==> src/rtl/lsfp_pkg.sv <==
// shared constants, types and the descriptor table for the scan frame parser
package lsfp_pkg;

    localparam int unsigned BYTE_W   = 8;
    localparam int unsigned ANGLE_W  = 15;
    localparam int unsigned DIST_W   = 16;
    localparam int unsigned POS_W    = 3;
    localparam int unsigned ADDR_W   = 3;
    localparam int unsigned DATA_W   = 32;

    localparam logic [BYTE_W-1:0]  SYNC_BYTE      = 8'h3E;
    localparam logic [POS_W-1:0]   DESC_LAST_POS  = 3'd6;
    localparam logic [POS_W-1:0]   DESC_LEN       = 3'd7;
    localparam logic [POS_W-1:0]   FRAME_HUNT     = 3'd0;
    localparam logic [POS_W-1:0]   FRAME_LAST_POS = 3'd4;

    localparam logic [ANGLE_W-1:0] WRAP_LIMIT_Q6  = 15'd2880;
    localparam logic [ANGLE_W-1:0] WRAP_FROM_Q6   = 15'd20160;
    localparam logic [ANGLE_W-1:0] WRAP_TO_Q6     = 15'd23040;
    localparam logic [ANGLE_W-1:0] WINDOW_LOW_RST  = 15'd0;
    localparam logic [ANGLE_W-1:0] WINDOW_HIGH_RST = 15'd23039;

    // register index, taken from paddr[2]
    localparam logic REG_WINDOW_LOW  = 1'b0;
    localparam logic REG_WINDOW_HIGH = 1'b1;

    localparam logic KIND_DESCRIPTOR  = 1'b0;
    localparam logic KIND_MEASUREMENT = 1'b1;

    typedef struct packed {
        logic               emit;
        logic               kind;
        logic               descriptor_ok;
        logic [ANGLE_W-1:0] angle_q6;
        logic [DIST_W-1:0]  distance_q2;
    } result_t;

    // expected scan response descriptor bytes
    function automatic logic [BYTE_W-1:0] desc_byte(input logic [POS_W-1:0] idx);
        logic [BYTE_W-1:0] b;
        unique case (idx)
            3'd0:    b = 8'hA5;
            3'd1:    b = 8'h5A;
            3'd2:    b = 8'h05;
            3'd3:    b = 8'h00;
            3'd4:    b = 8'h00;
            3'd5:    b = 8'h40;
            3'd6:    b = 8'h81;
            default: b = 8'h00;
        endcase
        return b;
    endfunction

endpackage

==> src/rtl/lidar_scan_frame_parser_top.sv <==
// top level of the scan frame parser: stream ports, register port, pipeline registers
//
//  channel   dir  tdata / data                                    side band
//  s_*       in   [7:0] rx_byte                                   tuser: restart
//  m_*       out  [0] descriptor_ok [15:1] angle_q6 [31:16] distance_q2  tuser: result_kind
//  apb       in   0x0 window_low_q6, 0x4 window_high_q6 (15 bit)  pready tied high
//
//  one byte is accepted per cycle while the input register is not stalled; a byte's result
//  is loaded into the result register when that byte advances out of the input register
//  rst_n clears positions, flags, valid bits and restores the window registers
//  a held result stalls the input register only if the next byte yields a result
module lidar_scan_frame_parser_top (
    input  logic                          clk,
    input  logic                          rst_n,
    input  logic                          s_tvalid,
    output logic                          s_tready,
    input  logic [7:0]                    s_tdata,   // [7:0] rx_byte
    input  logic                          s_tuser,   // [0] restart
    output logic                          m_tvalid,
    input  logic                          m_tready,
    output logic [31:0]                   m_tdata,   // [0] descriptor_ok, [15:1] angle_q6, [31:16] distance_q2
    output logic                          m_tuser,   // [0] result_kind
    input  logic                          psel,
    input  logic                          penable,
    input  logic                          pwrite,
    input  logic [lsfp_pkg::ADDR_W-1:0]   paddr,
    input  logic [lsfp_pkg::DATA_W-1:0]   pwdata,
    output logic [lsfp_pkg::DATA_W-1:0]   prdata,
    output logic                          pready
);
    import lsfp_pkg::*;

    logic [ANGLE_W-1:0] window_low_reg;
    logic [ANGLE_W-1:0] window_high_reg;

    logic               in_valid_reg;
    logic [BYTE_W-1:0]  in_byte_reg;
    logic               in_restart_reg;

    logic               out_valid_reg;
    logic               out_kind_reg;
    logic               out_ok_reg;
    logic [ANGLE_W-1:0] out_angle_reg;
    logic [DIST_W-1:0]  out_dist_reg;

    result_t            result;
    logic               out_free;
    logic               advance;
    logic               cfg_write;

    assign pready    = 1'b1;
    assign cfg_write = psel & penable & pwrite;
    assign prdata    = (paddr[2] == REG_WINDOW_HIGH)
                     ? {{(DATA_W-ANGLE_W){1'b0}}, window_high_reg}
                     : {{(DATA_W-ANGLE_W){1'b0}}, window_low_reg};

    always_ff @(posedge clk or negedge rst_n)
    begin
        if (!rst_n)
        begin
            window_low_reg  <= WINDOW_LOW_RST;
            window_high_reg <= WINDOW_HIGH_RST;
        end
        else if (cfg_write)
        begin
            unique case (paddr[2])
                REG_WINDOW_LOW:  window_low_reg  <= pwdata[ANGLE_W-1:0];
                REG_WINDOW_HIGH: window_high_reg <= pwdata[ANGLE_W-1:0];
                default:         window_low_reg  <= window_low_reg;
            endcase
        end
    end

    lsfp_core u_core (
        .clk            (clk),
        .rst_n          (rst_n),
        .step           (advance),
        .rx_byte        (in_byte_reg),
        .restart        (in_restart_reg),
        .window_low_q6  (window_low_reg),
        .window_high_q6 (window_high_reg),
        .result         (result)
    );

    // a byte without a result never waits for the output side
    assign out_free = ~out_valid_reg | m_tready;
    assign advance  = in_valid_reg & (out_free | ~result.emit);
    assign s_tready = ~in_valid_reg | advance;

    always_ff @(posedge clk or negedge rst_n)
    begin
        if (!rst_n)
            in_valid_reg <= 1'b0;
        else if (s_tready)
            in_valid_reg <= s_tvalid;
    end

    always_ff @(posedge clk)
    begin
        if (s_tready && s_tvalid)
        begin
            in_byte_reg    <= s_tdata;
            in_restart_reg <= s_tuser;
        end
    end

    always_ff @(posedge clk or negedge rst_n)
    begin
        if (!rst_n)
            out_valid_reg <= 1'b0;
        else if (advance && result.emit)
            out_valid_reg <= 1'b1;
        else if (m_tready)
            out_valid_reg <= 1'b0;
    end

    always_ff @(posedge clk)
    begin
        if (advance && result.emit)
        begin
            out_kind_reg  <= result.kind;
            out_ok_reg    <= result.descriptor_ok;
            out_angle_reg <= result.angle_q6;
            out_dist_reg  <= result.distance_q2;
        end
    end

    assign m_tvalid = out_valid_reg;
    assign m_tuser  = out_kind_reg;
    assign m_tdata  = {out_dist_reg, out_angle_reg, out_ok_reg};

endmodule

==> src/rtl/lsfp_core.sv <==
// parse state: descriptor check, sync hunt, payload collection and window test
module lsfp_core (
    input  logic                          clk,
    input  logic                          rst_n,
    input  logic                          step,
    input  logic [lsfp_pkg::BYTE_W-1:0]   rx_byte,
    input  logic                          restart,
    input  logic [lsfp_pkg::ANGLE_W-1:0]  window_low_q6,
    input  logic [lsfp_pkg::ANGLE_W-1:0]  window_high_q6,
    output lsfp_pkg::result_t             result
);
    import lsfp_pkg::*;

    logic [POS_W-1:0]  desc_pos_reg, desc_pos_next;
    logic              mismatch_reg, mismatch_next;
    logic [POS_W-1:0]  frame_pos_reg, frame_pos_next;
    logic [BYTE_W-1:0] payload_reg [3];

    logic [POS_W-1:0]  desc_pos_eff;
    logic              mismatch_eff;
    logic [POS_W-1:0]  frame_pos_eff;
    logic [POS_W-1:0]  frame_idx;
    logic              payload_we;
    logic [ANGLE_W-1:0] angle;
    logic [DIST_W-1:0]  distance;
    logic              has_sync;
    logic              in_window;

    assign desc_pos_eff  = restart ? '0 : desc_pos_reg;
    assign mismatch_eff  = restart ? 1'b0 : mismatch_reg;
    assign frame_pos_eff = restart ? FRAME_HUNT : frame_pos_reg;
    assign frame_idx     = frame_pos_eff - 3'd1;

    // last payload byte is used straight from the input
    assign angle    = {payload_reg[1], payload_reg[0][BYTE_W-1:1]};
    assign distance = {rx_byte, payload_reg[2]};
    assign has_sync = (payload_reg[0] == SYNC_BYTE) || (payload_reg[1] == SYNC_BYTE)
                   || (payload_reg[2] == SYNC_BYTE) || (rx_byte == SYNC_BYTE);
    assign in_window = ((angle >= window_low_q6) && (angle <= window_high_q6))
                    || ((window_high_q6 <= WRAP_LIMIT_Q6) && (angle >= WRAP_FROM_Q6)
                        && (angle < WRAP_TO_Q6));

    always_comb
    begin
        desc_pos_next  = desc_pos_eff;
        mismatch_next  = mismatch_eff;
        frame_pos_next = frame_pos_eff;
        payload_we     = 1'b0;
        result         = '0;
        if (desc_pos_eff < DESC_LEN)
        begin
            mismatch_next = mismatch_eff | (rx_byte != desc_byte(desc_pos_eff));
            desc_pos_next = desc_pos_eff + 3'd1;
            if (desc_pos_eff == DESC_LAST_POS)
            begin
                result.emit          = 1'b1;
                result.kind          = KIND_DESCRIPTOR;
                result.descriptor_ok = ~mismatch_next;
            end
        end
        else if (!mismatch_eff)
        begin
            if (frame_pos_eff == FRAME_HUNT)
            begin
                if (rx_byte == SYNC_BYTE)
                    frame_pos_next = 3'd1;
            end
            else if (frame_pos_eff < FRAME_LAST_POS)
            begin
                payload_we     = 1'b1;
                frame_pos_next = frame_pos_eff + 3'd1;
            end
            else
            begin
                frame_pos_next = FRAME_HUNT;
                if ((distance != '0) && !has_sync && in_window)
                begin
                    result.emit        = 1'b1;
                    result.kind        = KIND_MEASUREMENT;
                    result.angle_q6    = angle;
                    result.distance_q2 = distance;
                end
            end
        end
    end

    always_ff @(posedge clk or negedge rst_n)
    begin
        if (!rst_n)
        begin
            desc_pos_reg  <= '0;
            mismatch_reg  <= 1'b0;
            frame_pos_reg <= FRAME_HUNT;
        end
        else if (step)
        begin
            desc_pos_reg  <= desc_pos_next;
            mismatch_reg  <= mismatch_next;
            frame_pos_reg <= frame_pos_next;
        end
    end

    always_ff @(posedge clk)
    begin
        if (step && payload_we)
            payload_reg[frame_idx[1:0]] <= rx_byte;
    end

endmodule

==> config.mk <==
export PLATFORM = sky130hd
export DESIGN_NAME = lidar_scan_frame_parser_top
export DESIGN_NICKNAME = d
export VERILOG_FILES = /design/src/rtl/lsfp_pkg.sv /design/src/rtl/lidar_scan_frame_parser_top.sv /design/src/rtl/lsfp_core.sv
export SDC_FILE = /design/constraint.sdc
export NUM_CORES = 1
export LEC_CHECK = 0
export ABC_CLOCK_PERIOD_IN_PS = 4600
export BUFFER_PORTS_ARGS = -buffer_cell sky130_fd_sc_hd__buf_4
export CAP_MARGIN = 30
export CORE_MARGIN = 3
export CORE_UTILIZATION = 31
export DETAILED_ROUTE_END_ITERATION = 6
export SLEW_MARGIN = 20
export SYNTH_ARGS = -nofsm -noshare
export SYNTH_HDL_FRONTEND = slang
export SYNTH_SLANG_ARGS = --single-unit
==> constraint.sdc <==
create_clock -name clk -period 4.6 [get_ports clk]
set_input_delay 0 -clock clk [delete_from_list [all_inputs] [get_ports clk]]
set_output_delay 0 -clock clk [all_outputs]
set_load 0.02 [all_outputs]
# Word-level counts from Yosys, hierarchy flattened
# Memory sizes are Yosys's and may differ from the RTL's.
# Cells that the tools add are included.
# W data, S select, Z words.
# classes
order_cmp	7
reduce_logical	21
mul	0
bitwise_logic	13
n_shift	0
add_sub_neg	3
n_eq_ne	9
mux	27
div_mod_pow	0
# op_table
operator	count
$pmux W8 S5	1
$eq A8 B6 Y1 const B	4
$mux W3	9
$reduce_bool A16 Y1	1
$ge A15 B15 Y1	1
$ge A15 B15 Y1 const B	1
$le A15 B12 Y1 const B	1
$le A15 B15 Y1	1
$lt A15 B15 Y1 const B	1
$mux W15	1
$mux W1	10
$mux W2	5
$logic_and A1 B1 Y1	8
$mux W8	1
$ne A8 B8 Y1	1
$add A3 B1 Y3 const B	2
$eq A3 B3 Y1 const B	2
$logic_not A3 Y1	2
$lt A3 B3 Y1 const B	2
$not A1 Y1	6
$reduce_and A2 Y1	3
$reduce_or A5 Y1	1
$logic_or A1 B1 Y1	4
$or A1 B1 Y1	4
6 further kinds	8
# word_totals
romBits	0
mem_count	1
output_inout_bits	68
elab_cells	94
ramBits	24
input_bits	51
latch_bits	0
reg_bits	81
# mem_list
name	words	word_bits	rd	rd_ports_with_merged_regs	write_ports	line	text
u_core.payload_reg	3	8	3	0	1	lsfp_core.sv:17	logic [BYTE_W-1:0] payload_reg [3];

# Longest topological paths before layout
# Gate-level depths: netlist of run 1.
# An unclocked memory read counts as a cell.
# depth
ltp_word	19
ltp_mapped	11
ltp_nobuf	11

# Hierarchy
# Synthesis of run 1 repeated with hierarchy kept, for this count alone.
# hier_totals
cells_unflattened	426
area_unflattened_um2	5477.8
# by_module_without_submodules
module	area_per_inst_um2	seq_area_each_um2	cells_per_inst	instances
lidar_scan_frame_parser_top	2904.0	2077.0	154	1
lsfp_core	2573.7	895.9	272	1

# Worst setup path before layout of run 1
# No wires, ideal clock.
# synth_timing
kind	register to register
from	register window_high_reg[4]
to	register out_kind_reg, in the netlist m_tuser, enable pin
setup_ps	423
path_buffers	0
slack_ps	909
path_stages_with_launch	11
t_required_ps	4177
arrival_time_ps	3268
synth_period_minus_slack_ps	3691
cell_sequence	dfstp_2 > inv_1 > ha_1 > a211oi_1 > nor2_1 > o31ai_1 > a32o_1 > a32oi_4 > o21ai_4 > nand2_1 > nor2_1
# synth_via
elab_chain_len	14
word_cells_on_any_way	16
classes_between	2 x order compare; 5 x mux; 3 x bitwise; 6 x reduce/logical
# synth_lines
item	line	text
start, declared	lidar_scan_frame_parser_top.sv:34	logic [ANGLE_W-1:0] window_high_reg;
start signal, assigned	lidar_scan_frame_parser_top.sv:68	REG_WINDOW_HIGH: window_high_reg <= pwdata[ANGLE_W-1:0];
$le A15 B12 Y1	lsfp_core.sv:40	|| ((window_high_q6 <= WRAP_LIMIT_Q6) && (angle >= WRAP_FROM_Q6)
$logic_and A1 B1 Y1	lsfp_core.sv:40	
$logic_and A1 B1 Y1	lsfp_core.sv:41	&& (angle < WRAP_TO_Q6));
$logic_or A1 B1 Y1 (*)	lsfp_core.sv:40	
$logic_and A1 B1 Y1 (*)	lsfp_core.sv:76	if ((distance != '0) && !has_sync && in_window)
$mux W2 (*)	lsfp_core.sv:76	
$mux W2 (*)	lsfp_core.sv:68	else if (frame_pos_eff < FRAME_LAST_POS)
$mux W2 (*)	lsfp_core.sv:63	if (frame_pos_eff == FRAME_HUNT)
$mux W2 (*)	lsfp_core.sv:61	else if (!mismatch_eff)
$mux W2 (*)	lsfp_core.sv:50	if (desc_pos_eff < DESC_LEN)
$not A1 Y1	lidar_scan_frame_parser_top.sv:87	assign advance = in_valid_reg & (out_free | ~result.emit);
$or A1 B1 Y1	lidar_scan_frame_parser_top.sv:87	
$and A1 B1 Y1	lidar_scan_frame_parser_top.sv:87	
$logic_and A1 B1 Y1 (*)	lidar_scan_frame_parser_top.sv:119	if (advance && result.emit)
end signal, assigned	lidar_scan_frame_parser_top.sv:121	out_kind_reg <= result.kind;
end, declared	lidar_scan_frame_parser_top.sv:41	logic out_kind_reg;
# Mark *: on every way between the ends. The rest lies on a longest branch, timed or not.
# A chain may end at the register's enable or synchronous reset.

==> results of run 1 <==
## cells in the final DEF, fill, tap and decap left out, types with 3 or more instances in the layout
cell type	n
mux2_2	31
nand2_1	36
o21ai_0	28
a32o_1	3
nor3_1	5
nand4_1	6
dfstp_2	12
buf_4	83
nor4_1	3
inv_1	36
dfrtp_1	27
edfxtp_1	66
mux2_4	3
nand3_1	10
dlygate4sd3_1	26
ha_1	38
conb_1	18
a21oi_1	18
clkbuf_16	9
nor2b_1	4
o31ai_1	3
inv_8	3
and3_1	4
and2_1	31
nor2_1	15
and3_2	3
## worst max path at each step
| stage | endpoint | slack (ns) |
|---|---|---|
| 2_1_floorplan | m_tuser | 0.91 |
| 3_3_place_gp | u_core.payload_reg[2][6] | 1.60 |
| 3_5_place_dp | u_core.payload_reg[2][7] | 1.53 |
| 4_1_cts | u_core.payload_reg[2][0] | 1.51 |
| 5_1_grt | u_core.payload_reg[2][0] | 1.36 |
| 6_report | u_core.payload_reg[2][4] | 1.52 |
## timing repair
item | CTS | global route
endpoints found under the hold margin | 79 | 0
setup endpoints to repair | 0 | 0
hold buffers | 26 | 0
## worst max-delay path, delay by kind of cell, from the launching register on
kind                     cells  cell delay [ns]
AO/OA/AOI/OAI                6             1.44
flip-flops                   1             0.49
adder cells (fa/ha/maj)      1             0.37
AND/OR/NAND/NOR              2             0.46
## per-layer routing
layer  vias to the layer above  part of all wire  global-route usage
li1                       1783                 -                   -
met5                         -                 0                   0
met1                      1752              0.45               0.166
met3                        13             0.035              0.0245
met2                        80              0.50               0.212
met4                         0             0.019              0.0565
## cell type report
type	instances	area share
clock buffers	10	0.0341
well taps	220	0.0410
flip-flops and latches	105	0.443
multi-input cells	293	0.318
repair buffers	111	0.135
inverters	37	0.0207
clock inverters	6	0.00875
## power groups by stage
stage | combinational, mW | clock (mW) | sequential, mW
6_report | 0.434 | 0.752 | 1.16
5_1_grt | 0.489 | 0.815 | 1.17
4_1_cts | 0.440 | 0.773 | 1.16
3_5_place_dp | 0.421 | 0 | 1.18
3_3_place_gp | 0.404 | 0 | 1.17
2_1_floorplan | 0.302 | 0 | 1.15
## kinds of logic (layout without fill, tap and decap cells)
kind of cell / count (synthesis) / in the layout / synth area share
buffers and inverters: 64 / 164 / 0.0584
other: 2 / 18 / 0.00140
multiplexers: 36 / 36 / 0.0773
flip-flops: 105 / 105 / 0.555
adder cells (fa/ha/maj): 38 / 38 / 0.0888
AO/OA/AOI/OAI: 69 / 69 / 0.0862
AND/OR/NAND/NOR: 132 / 132 / 0.133
==> results.yml, run 1 <==
yosys:
  synth_edf_count: 66
  synth_top_area_frac: 0.370
  syn_area_per_cell_um2: 12.0
  synth_most_common_cell: "edfxtp_1"
  synth_top_flop_cell: "edfxtp_1"
  synthDistinctLibCells: 51
  synth_seq_cells: 105
  synth_largest_area_cell: "edfxtp_1"
  synth_area_leaders: "edfxtp_1 37%, dfrtp_1 13%, ha_1 8.9%"
  synth_warnings: 0
  yosysSeqAreaShare: 0.555
  synth_common_cells: "66 x edfxtp_1, 38 x ha_1, 36 x inv_1, 36 x nand2_1"
  synthCells: 446
  synthArstFlopShare: 0.371
  syn_area_mm2: 0.00536
final_layout:
  register_area_mm2: 0.00297
  area_delta_synth_final_pct: 25.4
  largest_reg_flops: 24
  multi_input_area_mm2: 0.00213
  final_nets: 646
  fillers: 1595
  fin_util: 0.401
  num_antenna_cells: 0
  fin_area_mm2: 0.00672
  stdcell_count: 782
  drive_gt1_frac: 0.288
clocking:
  cts_tree: "yes"
  clock_path_buffers: 2
  worstSkewPairLatency_ns: 0.35
  postCtsResizedCells: 0
  cts_buffers: 9
  clock_sinks: 105
  cts_setup_buffers: 0
  cts_max_level: 3
  clk_pin_slew_worst_paths_ns: 0.07
  root_buffer: "clkbuf_16"
floorplan:
  rows: 47
  pin_count: 119
  die-area_mm2: 0.0189
  initial_core_util: 0.320
  die_w_um: 137
  die-height_um: 137
  design.core.area_mm2: 0.0168
placed_design:
  post-place-ws_ns: 1.53
  dp_cells: 738
  detailed_place.area_mm2: 0.00614
  io_buffers: 81
  dpl.hpwl_um: 8740
  gp_congestion: 0.812
sta:
  rsz0062_at_grt: "no"
  fmax_ghz: 0.325
  maxSlewViolCount: 0
  hold_viol_final: 0
  min_period_ns: 3.08
  tns_ns: 0
  setup_viol_count_final: 0
  worst_slack_ns: 1.52
  finClkSkew_ns: 0.0112
  slew_headroom: 0.615
  tightestPinTransition_ns: 0.575
  holdWs_ns: 0.0732
  period_share: 0.669
power_and_ir_drop:
  switching_share: 0.284
  ir_worst_vdd_mv: 0.169
  power_frac_seq: 0.494
  power_mw: 2.34
  p_sw_mw: 0.666
  pwr-share-comb: 0.185
  pwr-share-clk: 0.321
  internal-power_mw: 1.68
  power_density_mw_per_mm2: 349
  p_leak_nw: 2.97
drt:
  dr.pass1.iters: 4
  drc: 0
  avgViaCountPerCell: 4.64
  num_vias: 3628
  detail_route.wl_per_cell_um: 15.1
  wl_um: 11800
  detail-route-antenna-nets: 0
  drt_iter0_drc: 243
setup_path:
  crit_chain: "ha_1, a211oi_2, nor2_1, o31ai_1, o211ai_1, a32oi_4, o21ai_4, a21boi_4, and3_2"
  cp_max_fo: 9
  r2r_slack_ns: 1.52
  cp_data_required_time_ns: 4.64
  crit_arrival_ns: 3.12
  reg2reg_depth: 9
  reg2reg_to: "u_core.payload_reg[2][4]"
  start_kind: "register"
  worstSetupPathType: "register to register"
  critPathCaptureType: "register"
  crit_slowest_cell: "edfxtp_1"
  startpoint: "u_core.payload_reg[1][1]"
  slowest_delay_ns: 0.49
  r2r-start: "u_core.payload_reg[1][1]"
global_routing:
  grt_first_pass_wirelength_um: 18800
  track_usage: 0.129
  grt_pass1_vias: 3634
  antenna_found_initial: 0
  grt_max_degree: 40
  grt_overflow: 0
flow_run:
  cap_violations: 0
outcome:
  status: "finished clean"
hold_path:
  hold_path_end: "m_tvalid"
  hold_start: "m_tready"
  whs_path_depth: 3
  hold_path_class: "primary input to register"
(Power assumes the default switching activity.)
==> run 2: changes to the inputs <==
- ABC_CLOCK_PERIOD_IN_PS: 4600 -> 2600
- clock period: 4.6 -> 2.6 ns (I/O delays scaled with it)
==> results.yml, run 2 (synthesized netlist as in run 1, its figures left out) <==
outcome:
  status: "finished, violations left"
  violations: "negative setup slack"
sta:
  holdWs_ns: 0.139
  finClkSkew_ns: 0.0155
  min_period_ns: 2.71
  period_share: 1.04
  hold_viol_final: 0
  tightestPinTransition_ns: 0.523
  rsz0062_at_grt: "yes"
  maxSlewViolCount: 0
  setup_viol_count_final: 97
  worst_slack_ns: -0.106
  slew_headroom: 0.651
  fmax_ghz: 0.370
drt:
  detail-route-antenna-nets: 0
  dr.pass1.iters: 4
  num_vias: 3798
  drt_iter0_drc: 193
  avgViaCountPerCell: 4.55
  drc: 0
  wl_um: 12700
  detail_route.wl_per_cell_um: 15.2
floorplan:
  initial_core_util: 0.320
  die_w_um: 137
  die-height_um: 137
  die-area_mm2: 0.0189
  rows: 47
  design.core.area_mm2: 0.0168
  pin_count: 119
final_layout:
  final_cell_mix: "128 x buf_4, 66 x edfxtp_1, 35 x nand2_1, 32 x inv_1, 31 x mux2_2"
  num_antenna_cells: 0
  area_delta_synth_final_pct: 37.4
  fin_util: 0.439
  drive_gt1_frac: 0.386
  final_nets: 698
  fin_area_mm2: 0.00736
  layout_commonest_cell: "buf_4"
  largest_reg_flops: 24
  fillers: 1531
setup_path:
  reg2reg_depth: 10
  cp_data_required_time_ns: 2.65
  critPathCaptureType: "register"
  crit_arrival_ns: 2.75
  r2r-start: "window_high_reg[14]"
  reg2reg_to: "u_core.payload_reg[0][7]"
  crit_slowest_cell: "dfstp_2"
  cp_max_fo: 8
  start_kind: "register"
  crit_chain: "inv_2, ha_4, nand3_4, nor3_4, o31ai_2, a32o_2, a32oi_4, o21ai_4, a21boi_4, and3_4"
  r2r_slack_ns: -0.11
  slowest_delay_ns: 0.56
  worstSetupPathType: "register to register"
power_and_ir_drop:
  power_density_mw_per_mm2: 612
  p_leak_nw: 3.26
  ir_worst_vdd_mv: 0.362
global_routing:
  grt_first_pass_wirelength_um: 19700
  track_usage: 0.136
  grt_overflow: 0
  grt_pass1_vias: 3835
  grt_max_degree: 40
  antenna_found_initial: 0
clocking:
  cts_tree: "yes"
  cts_buffers: 9
  root_buffer: "clkbuf_16"
  worstSkewPairLatency_ns: 0.35
  clk_pin_slew_worst_paths_ns: 0.08
  cts_max_level: 3
  clock_path_buffers: 2
  clock_sinks: 105
placed_design:
  dpl.hpwl_um: 9670
  detailed_place.area_mm2: 0.00662
  gp_congestion: 0.885
  post-place-ws_ns: -0.124
  io_buffers: 81
hold_path:
  hold_path_class: "primary input to register"
  hold_start: "m_tready"
  hold_path_end: "m_tvalid"
  whs_path_depth: 4
flow_run:
  cap_violations: 0
-- run 2: cell types whose count changed in the layout (fill, tap and decap cells not counted), sizes merged --
cell,change
buf,+52
inv,-2
clkinv,+1
bufinv,+2
clkbuf,-1
-- run 2: critical path, delay by kind of cell (launching register included) --
kind | cells | cell delay (ns)
AO/OA/AOI/OAI | 5 | 0.95
AND/OR/NAND/NOR | 3 | 0.58
flip-flops | 1 | 0.56
adder cells (fa/ha/maj) | 1 | 0.27
buffers and inverters | 1 | 0.05
-- run 2: layer usage --
| metal | vias up | share of wire | GRT usage | wire length (um) |
|---|---|---|---|---|
| li1 | 1886 | - | - | - |
| met1 | 1836 | 0.45 | 0.178 | 5710 |
| met2 | 64 | 0.49 | 0.224 | 6270 |
| met3 | 12 | 0.038 | 0.0296 | 487 |
| met4 | 0 | 0.018 | 0.0455 | 229 |
| met5 | - | 0 | 0 | 0 |
-- run 2: timing repair --
item	CTS	global route
pin swaps	7	7
hold buffers	26	0
hold endpoints to repair	76	0
setup endpoints to repair	100	103
gates resized for setup	11	9
setup buffers	3	3
-- run 2: stage by stage --
step | std cells | total power, mW | setup TNS [ns]
6_report | 834 | 4.51 | -5.64
5_1_grt | 834 | 4.73 | -18.67
4_1_cts | 832 | 4.51 | -3.76
3_5_place_dp | 787 | 2.97 | -6.04
3_3_place_gp | 787 | 2.93 | -2.41
2_1_floorplan | 462 | 2.60 | -5.90
-- run 2: worst max path at each step --
| stage | startpoint | end | slack (ns) | depth (start not counted) |
|---|---|---|---|---|
| floorplan | window_high_reg[4] | m_tuser | -0.14 | 10 |
| global placement | u_core.payload_reg[1][1] | in_byte_reg[6] | -0.07 | 10 |
| detailed placement | u_core.payload_reg[1][1] | u_core.frame_pos_reg[0] | -0.12 | 10 |
| CTS | window_high_reg[11] | u_core.payload_reg[0][7] | -0.07 | 10 |
| global route | window_high_reg[14] | u_core.payload_reg[0][7] | -0.22 | 10 |
| finish | window_high_reg[14] | u_core.payload_reg[0][7] | -0.11 | 10 |
-- run 2: where the power goes --
| group | total (mW) | internal [mW] | switching [mW] |
|---|---|---|---|
| Clock | 1.50 | 0.857 | 0.643 |
| Sequential | 2.01 | 1.93 | 0.0836 |
| Combinational | 0.996 | 0.493 | 0.503 |
-- run 2: area by class of cell --
| class | instances | area, um^2 | share of cell area |
|---|---|---|---|
| Timing Repair Buffer | 163 | 1340 | 0.182 |
| Sequential cell | 105 | 2970 | 0.404 |
| Inverter | 37 | 139 | 0.0189 |
| Multi-Input combinational cell | 293 | 2300 | 0.313 |
| Tap cell | 220 | 275 | 0.0374 |
| Clock buffer | 9 | 225 | 0.0306 |
| Clock inverter | 7 | 103 | 0.0139 |
